--- src/rtl/itrd_pkg.sv ---
// ----------------------------------------------------------------------------
// itrd_pkg
// Shared types, sizes and digit encoding for the radix digit converter.
// ----------------------------------------------------------------------------
package itrd_pkg;

	localparam int VALUE_BITS = 64;
	localparam int MAX_DIGITS = 64;

	localparam int BIT_W  = $clog2(VALUE_BITS);
	localparam int ADDR_W = $clog2(MAX_DIGITS);

	localparam logic [5:0] RADIX_MIN   = 6'd2;
	localparam logic [5:0] RADIX_MAX   = 6'd36;
	localparam logic [5:0] RADIX_RESET = 6'd16;

	localparam logic [6:0] CHAR_ZERO   = 7'd48;
	localparam logic [6:0] CHAR_LETTER = 7'd55;

	typedef enum logic [1:0] {
		ST_IDLE,
		ST_DIV,
		ST_STORE,
		ST_EMIT
	} state_t;

	typedef struct packed {
		logic load;
		logic div_en;
		logic st_en;
		logic rd_en;
	} ctrl_t;

	function automatic logic [6:0] digit_to_char(input logic [5:0] d);
		logic [6:0] c;
		if (d < 6'd10) begin
			c = CHAR_ZERO + {1'b0, d};
		end else if (d < 6'd36) begin
			c = CHAR_LETTER + {1'b0, d};
		end else begin
			c = CHAR_ZERO;
		end
		return c;
	endfunction

endpackage

--- src/rtl/integer_to_radix_digits_core.sv ---
// ----------------------------------------------------------------------------
// integer_to_radix_digits_core
// Converts an unsigned value into ASCII digits in a radix of 2 to 36,
// most significant digit first, with the final digit flagged.
// ----------------------------------------------------------------------------
// the bit-serial divider produces the digits one at a time, then the digits are emitted;
// the first digit appears in the cycle after emission starts
// a new value is accepted only when busy is low, after the last digit is out; all digits
// come from the shared one-bit-per-cycle restoring divider
// reset: state machine idle, radix 16, digit store contents undefined
// results are strobed for one cycle each; the receiver cannot stall
module integer_to_radix_digits_core
	import itrd_pkg::*;
(
	input  logic        clk,
	input  logic        arst_n,
	input  logic        start,
	output logic        busy,
	input  logic [63:0] value,
	input  logic        radix_we,
	input  logic [5:0]  radix_wdata,
	output logic        digit_valid,
	output logic [6:0]  digit_char,
	output logic        last_digit
);

	state_t state_q, state_d;
	ctrl_t  ctrl;

	logic [5:0]            radix_q;
	logic [VALUE_BITS-1:0] quot_q;
	logic [5:0]            rem_q;
	logic [BIT_W-1:0]      bit_cnt_q;
	logic [ADDR_W-1:0]     dcnt_q;
	logic [ADDR_W-1:0]     rd_ptr_q;

	logic [5:0] digit_mem [MAX_DIGITS];
	logic [5:0] rd_data_s1;
	logic       rd_vld_s1;
	logic       last_s1;

	logic [6:0] trial;
	logic       ge;
	logic [5:0] rem_d;
	logic       bits_done;
	logic       more_digits;
	logic       emit_done;
	logic       accept;

	assign accept      = start && !busy;
	assign trial       = {rem_q, quot_q[VALUE_BITS-1]};
	assign ge          = trial >= {1'b0, radix_q};
	assign rem_d       = ge ? 6'(trial - {1'b0, radix_q}) : trial[5:0];
	assign bits_done   = bit_cnt_q == BIT_W'(VALUE_BITS - 1);
	assign more_digits = (quot_q != '0) && (dcnt_q != ADDR_W'(MAX_DIGITS - 1));
	assign emit_done   = rd_ptr_q == '0;

	// next state
	always_comb begin
		state_d = state_q;
		unique case (state_q)
			ST_IDLE:  if (accept) state_d = ST_DIV;
			ST_DIV:   if (bits_done) state_d = ST_STORE;
			ST_STORE: state_d = more_digits ? ST_DIV : ST_EMIT;
			ST_EMIT:  if (emit_done) state_d = ST_IDLE;
			default:  state_d = ST_IDLE;
		endcase
	end

	// outputs
	always_comb begin
		ctrl = '0;
		unique case (state_q)
			ST_IDLE:  ctrl.load   = accept;
			ST_DIV:   ctrl.div_en = 1'b1;
			ST_STORE: ctrl.st_en  = 1'b1;
			ST_EMIT:  ctrl.rd_en  = 1'b1;
			default:  ctrl = '0;
		endcase
	end

	assign busy = (state_q != ST_IDLE) || rd_vld_s1;

	always_ff @(posedge clk or negedge arst_n) begin
		if (!arst_n) begin
			state_q   <= ST_IDLE;
			radix_q   <= RADIX_RESET;
			quot_q    <= '0;
			rem_q     <= '0;
			bit_cnt_q <= '0;
			dcnt_q    <= '0;
			rd_ptr_q  <= '0;
			rd_vld_s1 <= 1'b0;
			last_s1   <= 1'b0;
		end else begin
			state_q   <= state_d;
			rd_vld_s1 <= ctrl.rd_en;
			if (radix_we) begin
				if (radix_wdata < RADIX_MIN) begin
					radix_q <= RADIX_MIN;
				end else if (radix_wdata > RADIX_MAX) begin
					radix_q <= RADIX_MAX;
				end else begin
					radix_q <= radix_wdata;
				end
			end
			if (ctrl.load) begin
				quot_q    <= value[VALUE_BITS-1:0];
				rem_q     <= '0;
				bit_cnt_q <= '0;
				dcnt_q    <= '0;
			end
			if (ctrl.div_en) begin
				quot_q    <= {quot_q[VALUE_BITS-2:0], ge};
				rem_q     <= rem_d;
				bit_cnt_q <= bit_cnt_q + 1'b1;
			end
			if (ctrl.st_en) begin
				rem_q     <= '0;
				bit_cnt_q <= '0;
				if (more_digits) begin
					dcnt_q <= dcnt_q + 1'b1;
				end
				rd_ptr_q <= dcnt_q;
			end
			if (ctrl.rd_en) begin
				last_s1  <= emit_done;
				rd_ptr_q <= rd_ptr_q - 1'b1;
			end
		end
	end

	// digit store
	always_ff @(posedge clk) begin
		if (ctrl.st_en) begin
			digit_mem[dcnt_q] <= rem_q;
		end
		if (ctrl.rd_en) begin
			rd_data_s1 <= digit_mem[rd_ptr_q];
		end
	end

	assign digit_valid = rd_vld_s1;
	assign digit_char  = digit_to_char(rd_data_s1);
	assign last_digit  = last_s1;

endmodule
--- config.mk ---
export PLATFORM = sky130hd
export DESIGN_NAME = integer_to_radix_digits_core
export DESIGN_NICKNAME = d
export VERILOG_FILES = /design/src/rtl/itrd_pkg.sv /design/src/rtl/integer_to_radix_digits_core.sv
export SDC_FILE = /design/constraint.sdc
export NUM_CORES = 1
export LEC_CHECK = 0
export BUFFER_PORTS_ARGS = -buffer_cell sky130_fd_sc_hd__buf_4
export CAP_MARGIN = 20
export CORE_MARGIN = 2
export CORE_UTILIZATION = 55
export CTS_CLUSTER_DIAMETER = 200
export CTS_CLUSTER_SIZE = 8
export DETAILED_ROUTE_END_ITERATION = 16
export HOLD_SLACK_MARGIN = 0.05
export PLACE_DENSITY = 0.73
export RECOVER_POWER = 100
export SLEW_MARGIN = 5
export SYNTH_ARGS = -nofsm -noshare
export SYNTH_HDL_FRONTEND = slang
export SYNTH_SLANG_ARGS = --single-unit
--- constraint.sdc ---
create_clock -name clk -period 4.3 [get_ports clk]
set_clock_uncertainty 0.05 [all_clocks]
set_input_delay 0.86 -clock clk [delete_from_list [all_inputs] [get_ports clk]]
set_output_delay 0.86 -clock clk [all_outputs]
set_load 0.01 [all_outputs]
# Word-level counts from Yosys, hierarchy flattened
# Memory sizes are Yosys's and may differ from the RTL's. A register that Yosys moved wholly into a read port is not among the register bits.
# Cells that the tools add are included.
[word_totals]
ff_bits = 98
ramBits = 384
input_bits = 74
out_inout_bits = 10
wordCells = 69
memories = 1
[memory_table]
columns = ["memory", "words", "width", "read_ports", "rd_ports_with_merged_regs", "write_ports", "line", "rtl"]
rows = [
  ["digit_mem", 64, 6, 1, 1, 1, "integer_to_radix_digits_core.sv:37", "logic [5:0] digit_mem [MAX_DIGITS];"],
]
[op_classes]
addsub = 6
n_lt_le_gt_ge = 5
eq_ne = 8
muxes = 28
reduce_logical = 12
[op_table]
columns = ["cell", "count"]
rows = [
  ["$mux W64", 2],
  ["$mux W6", 13],
  ["$reduce_bool A64 Y1", 1],
  ["$add A6 B6 Y7 const A", 2],
  ["$mux W7", 2],
  ["$add A6 B1 Y6 const B", 2],
  ["$mux W2", 4],
  ["$pmux W2 S4", 1],
  ["$ge A7 B6 Y1", 1],
  ["$eq A6 B6 Y1 const B", 1],
  ["$gt A6 B6 Y1 const B", 1],
  ["$logic_not A6 Y1", 1],
  ["$lt A6 B2 Y1 const B", 1],
  ["$lt A6 B4 Y1 const B", 1],
  ["$lt A6 B6 Y1 const B", 1],
  ["$mux W1", 6],
  ["$ne A2 B2 Y1 const B", 3],
  ["$ne A6 B6 Y1 const B", 1],
  ["$reduce_bool A2 Y1", 3],
  ["$sub A6 B1 Y6 const B", 1],
  ["$sub A6 B6 Y6", 1],
  ["$eq A2 B2 Y1 const B", 2],
  ["$reduce_and A3 Y1", 1],
  ["$reduce_bool A3 Y1", 1],
  ["other kinds (5)", 6],
]

# Depth between registers and ports, before layout
# Gate-level depths: netlist (run 1).
[logic_depth]
depth_word = 8
depth_mapped = 10
mapped_depth_nobuf = 8

# Least setup slack after synthesis (run 1)
# OpenSTA, ideal clock, no wires.
[synth_timing]
path_kind = "reg-to-reg"
start = "reg rem_q[2]"
end = "reg rem_q[5]"
setup_time_ns = 0.070
arrival_time_ns = 2.776
t_required_ns = 4.180
path_slack_ns = 1.404
stages_incl_launch_ff = 7
path_buffers = 0
period_less_slack_ns = 2.896
cell_sequence = "dfrtp_1 ha_1 a21o_1 a21oi_1 o221ai_2 or4b_1 nand3_1"
[synth_between]
elab_chain_cells = 4
word_cells_on_any_way = 5
cone_classes = "add/sub: 1; order compare: 1; mux: 3"
[synth_lines]
columns = ["element", "line", "rtl"]
rows = [
  ["start: declaration", "integer_to_radix_digits_core.sv:32", "logic [5:0] rem_q;"],
  ["start signal: assignment", "integer_to_radix_digits_core.sv:115", "rem_q <= rem_d;"],
  ["$sub A6 B6 Y6 / $ge A7 B6 Y1 (equally long branches)", "integer_to_radix_digits_core.sv:53, integer_to_radix_digits_core.sv:52", ""],
  ["$mux W6 *", "integer_to_radix_digits_core.sv:53", "assign rem_d = ge ? 6'(trial - {1'b0, radix_q}) : trial[5:0];"],
  ["$mux W6 *", "integer_to_radix_digits_core.sv:113", "if (ctrl.div_en) begin"],
  ["$mux W6 *", "integer_to_radix_digits_core.sv:118", "if (ctrl.st_en) begin"],
]
# Every way passes the cells marked *; elsewhere a longest branch is shown, timed or not.
# A chain may end at the register's enable or synchronous reset.

==> results of run 1 <==
per-layer routing:
layer | vias to the layer above | global-route usage [%]
met3 | 99 | 5.12
met5 | - | 0
li1 | 5296 | -
met4 | 0 | 8.69
met2 | 500 | 39.0
met1 | 5927 | 31.7
stage by stage:
stage	worst slack (ns)	area [sq um]	util [%]	power [uW]	hold slack, ns
CTS	1.07	23600	64.1	12100	0.441
detailed placement	1.24	21600	58.7	7200	0.443
global placement	1.27	21600	58.7	7120	0.415
global route	0.484	23500	63.9	12600	0.326
floorplan	1.40	20600	-	6650	0.395
finish	0.687	23500	63.9	12100	0.279
worst min path at each step:
stage | endpoint | startpoint
final | quot_q[20]$_DFFE_PN0P_ | arst_n
after global routing | quot_q[26]$_DFFE_PN0P_ | arst_n
after CTS | radix_q[4]$_DFFE_PN1P_ | radix_we
after detailed placement | bit_cnt_q[5]$_DFFE_PN0P_ | bit_cnt_q[5]$_DFFE_PN0P_
after global placement | bit_cnt_q[5]$_DFFE_PN0P_ | bit_cnt_q[5]$_DFFE_PN0P_
after floorplan | bit_cnt_q[5]$_DFFE_PN0P_ | bit_cnt_q[5]$_DFFE_PN0P_
logic make-up after synthesis:
kind of cell    after synthesis
xor+xnor                      4
fa+ha+maj                    20
buf+inv                      89
simple gates                311
mux                         177
compound gates              206
flops                       488
placed cells by master, fill, tap and decap left out, types with 19 or more instances in the layout:
master	n
nor2_1	92
mux4_2	56
nand3_1	20
dfrtp_1	90
clkbuf_16	71
o22ai_1	30
inv_1	23
a21oi_1	19
clkbuf_1	49
o21ai_0	99
buf_4	82
mux2i_1	91
nand2_1	108
edfxtp_1	390
mux4_1	28
Yosys cell counts, types with 17 or more instances:
cell type  number  area share (%)
nand2_1       108             2.0
mux2i_1        91             4.4
nand3_1        20            0.49
mux4_2         56             6.1
o21ai_0        99             2.4
dfrtp_1        97              12
o22ai_1        30            0.91
inv_1          22            0.40
ha_1           19             1.2
mux4_1         28             3.6
nor2_1         92             1.7
edfxtp_1      390              57
a21oi_1        19            0.46
clkbuf_1       30            0.55
nor4_1         17            0.52
power groups by stage:
stage	combinational, uW	sequential, uW	clock (uW)
floorplan	389	6260	0
CTS	1100	6010	5030
global route	1220	6120	5210
finish	1050	6080	4960
detailed placement	1110	6090	0
global placement	1010	6120	0
area by class of cell:
class | instances | area (sq um)
Sequential cell | 488 | 14200
Multi-Input combinational cell | 718 | 5970
Timing Repair Buffer | 102 | 717
Tap cell | 468 | 586
Clock buffer | 103 | 1900
Fill cell | 2592 | 13300
Inverter | 23 | 86.3
Clock inverter | 6 | 90.1
sequential cells by signal, summed over array words and instances, names as in the netlist, 2 cells and up:
signal      count
rd_data_s1      6
bit_cnt_q       6
quot_q         64
state_q         2
dcnt_q          6
rd_ptr_q        6
radix_q         6
rem_q           6
digit_mem     384
worst max-delay path, cell delays in order (launching register included):
cell      delay, ns
dfrtp_2        1.47
buf_4          0.44
clkbuf_2       0.49
mux2i_1        0.28
o22ai_1        0.11
a211o_1        0.28
nor2_1         0.11
a211oi_1       0.06
==> flow_summary.ini, run 1 <==
[routing]
drc = 0
drt_first_iter_violations = 1108
drtAntennaViolNets = 0
wl_met1_mm = 18.1
dr_wl_met3_mm = 3.16
drt-total-wl_mm = 44.8
first_pass_iters = 5
vias_per_cell = 6.20
route.met2.wl_mm = 22.1
top_layer = met4
wire_per_inst_um = 23.5
via_count = 11822

[place]
gp_congestion = 0.864
hpwl_mm = 28.5
port_buffers = 83
dpl.cell_count = 1797

[synthesis]
synth_xor_area_share_pct = 0.170
synth_cell_types = 64
yosys_register_bits = 488
syn-cell-area_sq_um = 20600
avgSynthCellArea_sq_um = 15.9
syn_inst = 1295
synth_top_flop_cell = edfxtp_1
synth-seq-area-share_pct = 68.8
synthMuxAreaShare_pct = 14.2
synth_top_family_by_area = multiplexers
ys_warn_count = 0
yosys.area_share.simple_pct = 7.16
syn_nets = 1389
synthAdderAreaFrac_pct = 1.25
synth_edf_count = 390
synthArstFlopShare_pct = 20.1
synth-compound-area-share_pct = 6.19

[grt]
overflow = 0
track_usage_pct = 23.8
grt_max_degree = 129
grt_pass1_wl_mm = 69.8
grt_pass1_vias = 12097
antenna_found_initial = 0

[floorplanning]
dieArea_sq_um = 39000
die-width_um = 198
core-area_sq_um = 36800
io_pins = 84
row_count = 70
die-height_um = 198
initial_core_util_pct = 56.0

[pwr]
p_seq_share_pct = 50.3
p_sw_uw = 2880
p_leak_uw = 0.00830
comb_power_share_pct = 8.7
peakVddDrop_mv = 0.402
clockPowerShare_pct = 41.0
intPower_uw = 9210
power_density_nw_per_um2 = 514
p_sw_share_pct = 23.8

[worst_setup_path]
endpoint_kind = flip-flop
reg2reg_depth = 7
endpoint = rd_data_s1[0]$_DFFE_PP_
rrSetupSlack_ns = 0.69
start_kind = flip-flop
worst-setup-path-type = flip-flop to flip-flop
cp_data_required_time_ns = 4.55
startpoint = rd_ptr_q[1]$_DFFE_PN0P_
cp.arrival_ns = 3.86
worstPathMaxFanout = 61
reg2reg_to = rd_data_s1[0]$_DFFE_PP_
r2r_start = rd_ptr_q[1]$_DFFE_PN0P_

[clocking]
numClockSinks = 488
ctsLongestPathBuffers = 3
cts_hold_buf = 0
clk_latency_ns = 0.58
clk_root_buffer_cell = clkbuf_16
path_clk_slew_ns = 0.05
cts_resized = 0
h-tree-depth = 3
tritoncts = built
cts_setup_buffers = 0
numCtsBuffers = 70

[min_path]
hp-class = input pin to async pin

[cells_and_area]
nNetsFinal = 1497
antenna_cells = 0
final_cells = 1908
drive_above_1_share_pct = 16.6
syn_to_final_growth_pct = 14.2

[sta]
max_slew_margin_pct = -117
finalHoldViolations = 0
setup_tns_ns = 0
period_minus_slack_ns = 3.61
period_share_pct = 84.0
worst-slew-pin-transition_ns = 3.25
setup_viol = 0
slew_viol_final = 542
clock.fmax_mhz = 277
rsz0062_at_grt = false

[run]
drv_cap = 9

[run_status]
violations = capacitance limit, slew limit
outcome = complete, but fails checks
(Power assumes the default switching activity.)
==> inputs of run 2 (changes only) <==
- PLACE_DENSITY: 0.73 -> 0.76
- clock period: 4.3 -> 3.3 ns (I/O delays scaled with it)
==> flow_summary.ini, run 2 (synthesis gave the netlist of run 1 again) <==
[routing]
drc = 0
drtAntennaViolNets = 0
via_count = 12140
first_pass_iters = 7
vias_per_cell = 6.23
wire_per_inst_um = 24.2
drt-total-wl_mm = 47.2
drt_first_iter_violations = 1154

[clocking]
tritoncts = built
ctsLongestPathBuffers = 3
numCtsBuffers = 70
cts_setup_buffers = 0
clk_latency_ns = 0.56
cts_resized = 0
h-tree-depth = 3
path_clk_slew_ns = 0.05
clk_root_buffer_cell = clkbuf_16
numClockSinks = 488
cts_hold_buf = 0

[cells_and_area]
final_common_cell = edfxtp_1
largest-register = digit_mem
finalInstanceArea_sq_um = 23700
syn_to_final_growth_pct = 15.2
largest_reg_flops = 384
final_core_util_pct = 64.5
drive_above_1_share_pct = 17.2
antenna_cells = 0
layout_common_cells = 390 x edfxtp_1, 108 x nand2_1, 99 x o21ai_0
reg_top3 = digit_mem: 384 flops, quot_q: 64 flops
nNetsFinal = 1538

[sta]
period_minus_slack_ns = 3.07
worst-slew-pin-transition_ns = 1.94
clock.fmax_mhz = 326
max_slew_margin_pct = -29.3
rsz0062_at_grt = false
slew_viol_final = 307
finalHoldViolations = 0
setup_slack_ns = 0.229
setup_tns_ns = 0
period_share_pct = 93.1
setup_viol = 0

[grt]
antenna_found_initial = 0
overflow = 0
track_usage_pct = 25.1
grt_pass1_vias = 12329
grt_max_degree = 99
grt_pass1_wl_mm = 73.2

[floorplanning]
die-width_um = 198
core-area_sq_um = 36800
initial_core_util_pct = 56.0
io_pins = 84
dieArea_sq_um = 39000
die-height_um = 198
row_count = 70

[pwr]
power_density_nw_per_um2 = 669
p_sw_uw = 3790
p_seq_share_pct = 49.6
clockPowerShare_pct = 41.2
p_sw_share_pct = 23.9
comb_power_share_pct = 9.2
intPower_uw = 12100
p_leak_uw = 0.00839
peakVddDrop_mv = 0.470

[min_path]
hp-class = input pin to async pin

[run_status]
outcome = complete, but fails checks
violations = capacitance limit, slew limit

[place]
hpwl_mm = 29.6
placed_area_sq_um = 21900
place_ws_ns = 0.475
port_buffers = 83
gp_congestion = 0.875

[run]
drv_cap = 5

[worst_setup_path]
endpoint_kind = output port
cp.arrival_ns = 2.36
worst-setup-path-type = flip-flop to output port
start_kind = flip-flop
cp_data_required_time_ns = 2.59
worstPathMaxFanout = 7
==> run 2: path summary, 6_finish.rpt <==
path | start | end | slack, ns | cells after the start
min reg2reg | bit_cnt_q[1]$_DFFE_PN0P_ | bit_cnt_q[1]$_DFFE_PN0P_ | 0.46 | 2
max in group asynchronous | arst_n | rem_q[0]$_DFFE_PN0P_ | 0.79 | 2
min | arst_n | quot_q[29]$_DFFE_PN0P_ | 0.05 | 1
min in group clk | radix_we | radix_q[4]$_DFFE_PN1P_ | 0.27 | 2
max | rd_data_s1[4]$_DFFE_PP_ | digit_char[2] | 0.23 | 6
max reg2reg | rd_ptr_q[1]$_DFFE_PN0P_ | rd_data_s1[1]$_DFFE_PP_ | 0.28 | 5
==> run 2: per-stage QoR <==
stage / power (uW) / hold WS (ns) / std cells
final: 15900 / 0.0530 / 1950
after global routing: 16400 / 0.0850 / 1950
after CTS: 15900 / 0.0624 / 1950
after detailed placement: 9410 / 0.447 / 1840
after global placement: 9320 / 0.417 / 1840
after floorplan: 8670 / 0.314 / 1295
==> run 2: area by class of cell <==
class,instances,area (sq um)
clock buffer,107,1980
clock inverter,3,33.8
multi-input combinational,718,5970
inverter,23,86.3
fill,2545,13100
timing repair buffer,143,887
sequential,488,14200
tap,468,586
==> run 2: per-layer routing <==
metal | global-route usage (%) | vias to the layer above | wire, um
met4 | 10.8 | 0 | 1850
met2 | 40.0 | 610 | 22800
met5 | 0 | - | 0
met3 | 5.17 | 125 | 3740
met1 | 33.9 | 6017 | 18800
li1 | - | 5388 | -
==> run 2: power by group through the flow <==
stage | Clock (uW) | Sequential (uW) | Combinational, uW
after global routing | 6890 | 7900 | 1640
after detailed placement | 0 | 7910 | 1500
final | 6540 | 7860 | 1460
after global placement | 0 | 7910 | 1420
after CTS | 6640 | 7810 | 1500
after floorplan | 0 | 8160 | 507
==> run 2: critical path: stages, from the launching register on <==
cell,delay [ns]
edfxtp_1,0.47
inv_1,0.10
ha_1,0.25
and2_0,0.25
or2_2,0.38
o21ai_0,0.18
clkbuf_1,0.17
==> inputs of run 3 (changes only) <==
- PLACE_DENSITY: 0.76 -> 0.73
- clock period: 3.3 -> 3.8 ns (I/O delays scaled with it)
==> flow_summary.ini, run 3 (synthesis gave the netlist of run 1 again) <==
[cells_and_area]
layout_common_cells = 390 x edfxtp_1, 108 x nand2_1, 99 x o21ai_0
fillers = 2622
drive_above_1_share_pct = 16.7
largest_reg_flops = 384
largest-register = digit_mem
syn_to_final_growth_pct = 14.0
final_common_cell = edfxtp_1
reg_top3 = digit_mem: 384 flops, quot_q: 64 flops
nNetsFinal = 1502
antenna_cells = 0

[run]
drv_cap = 5

[clocking]
path_clk_slew_ns = 0.05
clk_root_buffer_cell = clkbuf_16
clk_latency_ns = 0.58
cts_setup_buffers = 0
cts_resized = 0
numClockSinks = 488
tritoncts = built
numCtsBuffers = 70
h-tree-depth = 3
cts_hold_buf = 0
ctsLongestPathBuffers = 3

[grt]
antenna_found_initial = 0
grt_pass1_wl_mm = 69.8
overflow = 0
track_usage_pct = 23.9
grt_pass1_vias = 12040
grt_max_degree = 129

[floorplanning]
die-width_um = 198
io_pins = 84
die-height_um = 198
dieArea_sq_um = 39000
initial_core_util_pct = 56.0
row_count = 70
core-area_sq_um = 36800

[run_status]
violations = capacitance limit, slew limit
outcome = complete, but fails checks

[min_path]
whs_path_depth = 2
hold_end = radix_q[4]$_DFFE_PN1P_
hp-start = radix_we
hp-class = input pin to flip-flop

[sta]
period_share_pct = 87.3
max_slew_margin_pct = -93.4
period_minus_slack_ns = 3.32
setup_tns_ns = 0
worst-slew-pin-transition_ns = 2.90
setup_viol = 0
slew_viol_final = 297
finalHoldViolations = 0
rsz0062_at_grt = false
clock.fmax_mhz = 301

[worst_setup_path]
worstPathMaxFanout = 46
start_kind = flip-flop
endpoint_kind = flip-flop
reg2reg_depth = 5
cp.arrival_ns = 3.56
cpPeakStageDelay_ns = 1.33
reg2reg_to = rd_data_s1[5]$_DFFE_PP_
cp_data_required_time_ns = 4.04
slowest_stage = dfrtp_2
critical_path.cell_chain = buf_4 > mux4_1 > o22ai_1 > or4_1 > a211oi_1
worst-setup-path-type = flip-flop to flip-flop
rrSetupSlack_ns = 0.48
r2r_start = rd_ptr_q[0]$_DFFE_PN0P_

[place]
gp_congestion = 0.807
hpwl_mm = 27.7
port_buffers = 83

[pwr]
finalPower_uw = 13600
p_leak_uw = 0.00829
power_density_nw_per_um2 = 578
peakVddDrop_mv = 0.328

[routing]
drtAntennaViolNets = 0
wire_per_inst_um = 23.7
first_pass_iters = 5
via_count = 11800
drc = 0
drt-total-wl_mm = 45.0
drt_first_iter_violations = 1120
vias_per_cell = 6.21
[run 3: worst max-delay path: cells and delay by family, from the launching register on]
family                 cells  cell delay [ns]
flip-flops                 1             1.33
AO/OA/AOI/OAI              2             0.37
AND/OR/NAND/NOR            1             0.25
multiplexers               1             0.63
buffers and inverters      1             0.39
[run 3: through the flow]
| step | worst slack, ns | instance area (sq um) | util (%) | std cells | hold slack, ns |
|---|---|---|---|---|---|
| finish | 0.482 | 23500 | 63.8 | 1901 | 0.365 |
| detailed placement | 0.866 | 21700 | 58.9 | 1803 | 0.427 |
| floorplan | 0.904 | 20600 | - | 1295 | 0.395 |
| CTS | 0.716 | 23600 | 64.1 | 1900 | 0.121 |
| global placement | 0.902 | 21700 | 58.9 | 1803 | 0.422 |
| global route | 0.324 | 23500 | 63.8 | 1901 | 0.384 |
[run 3: power by group]
part           switching (uW)  leakage, uW  internal, uW  total (uW)
Combinational             900      0.00285           315        1210
Sequential                198      0.00452          6650        6840
Clock                    2130     0.000924          3370        5500
[run 3: area by class of cell]
type | instances | area (sq um) | share of cell area (%)
Inverter | 23 | 86.3 | 0.368
Multi-Input combinational cell | 718 | 5960 | 25.4
Clock inverter | 4 | 50.0 | 0.213
Tap cell | 468 | 586 | 2.49
Clock buffer | 93 | 1860 | 7.92
Sequential cell | 488 | 14200 | 60.4
Timing Repair Buffer | 107 | 758 | 3.23
[run 3: how the worst max path moves through the flow]
stage	startpoint	endpoint	slack, ns	depth (start not counted)
floorplan	rem_q[2]$_DFFE_PN0P_	rem_q[5]$_DFFE_PN0P_	0.90	6
global placement	rd_ptr_q[1]$_DFFE_PN0P_	rd_data_s1[1]$_DFFE_PP_	0.90	5
detailed placement	rd_ptr_q[1]$_DFFE_PN0P_	rd_data_s1[5]$_DFFE_PP_	0.87	5
CTS	rd_data_s1[4]$_DFFE_PP_	digit_char[2]	0.72	6
global route	rd_ptr_q[0]$_DFFE_PN0P_	rd_data_s1[4]$_DFFE_PP_	0.32	5
finish	rd_ptr_q[0]$_DFFE_PN0P_	rd_data_s1[5]$_DFFE_PP_	0.48	5
[run 3: per-layer routing]
layer | vias to the layer above | wire (um) | GRT usage (%)
met1 | 5951 | 18300 | 32.7
met5 | - | 0 | 0
met3 | 89 | 3240 | 4.56
li1 | 5284 | - | -
met4 | 0 | 1210 | 7.94
met2 | 476 | 22300 | 39.1
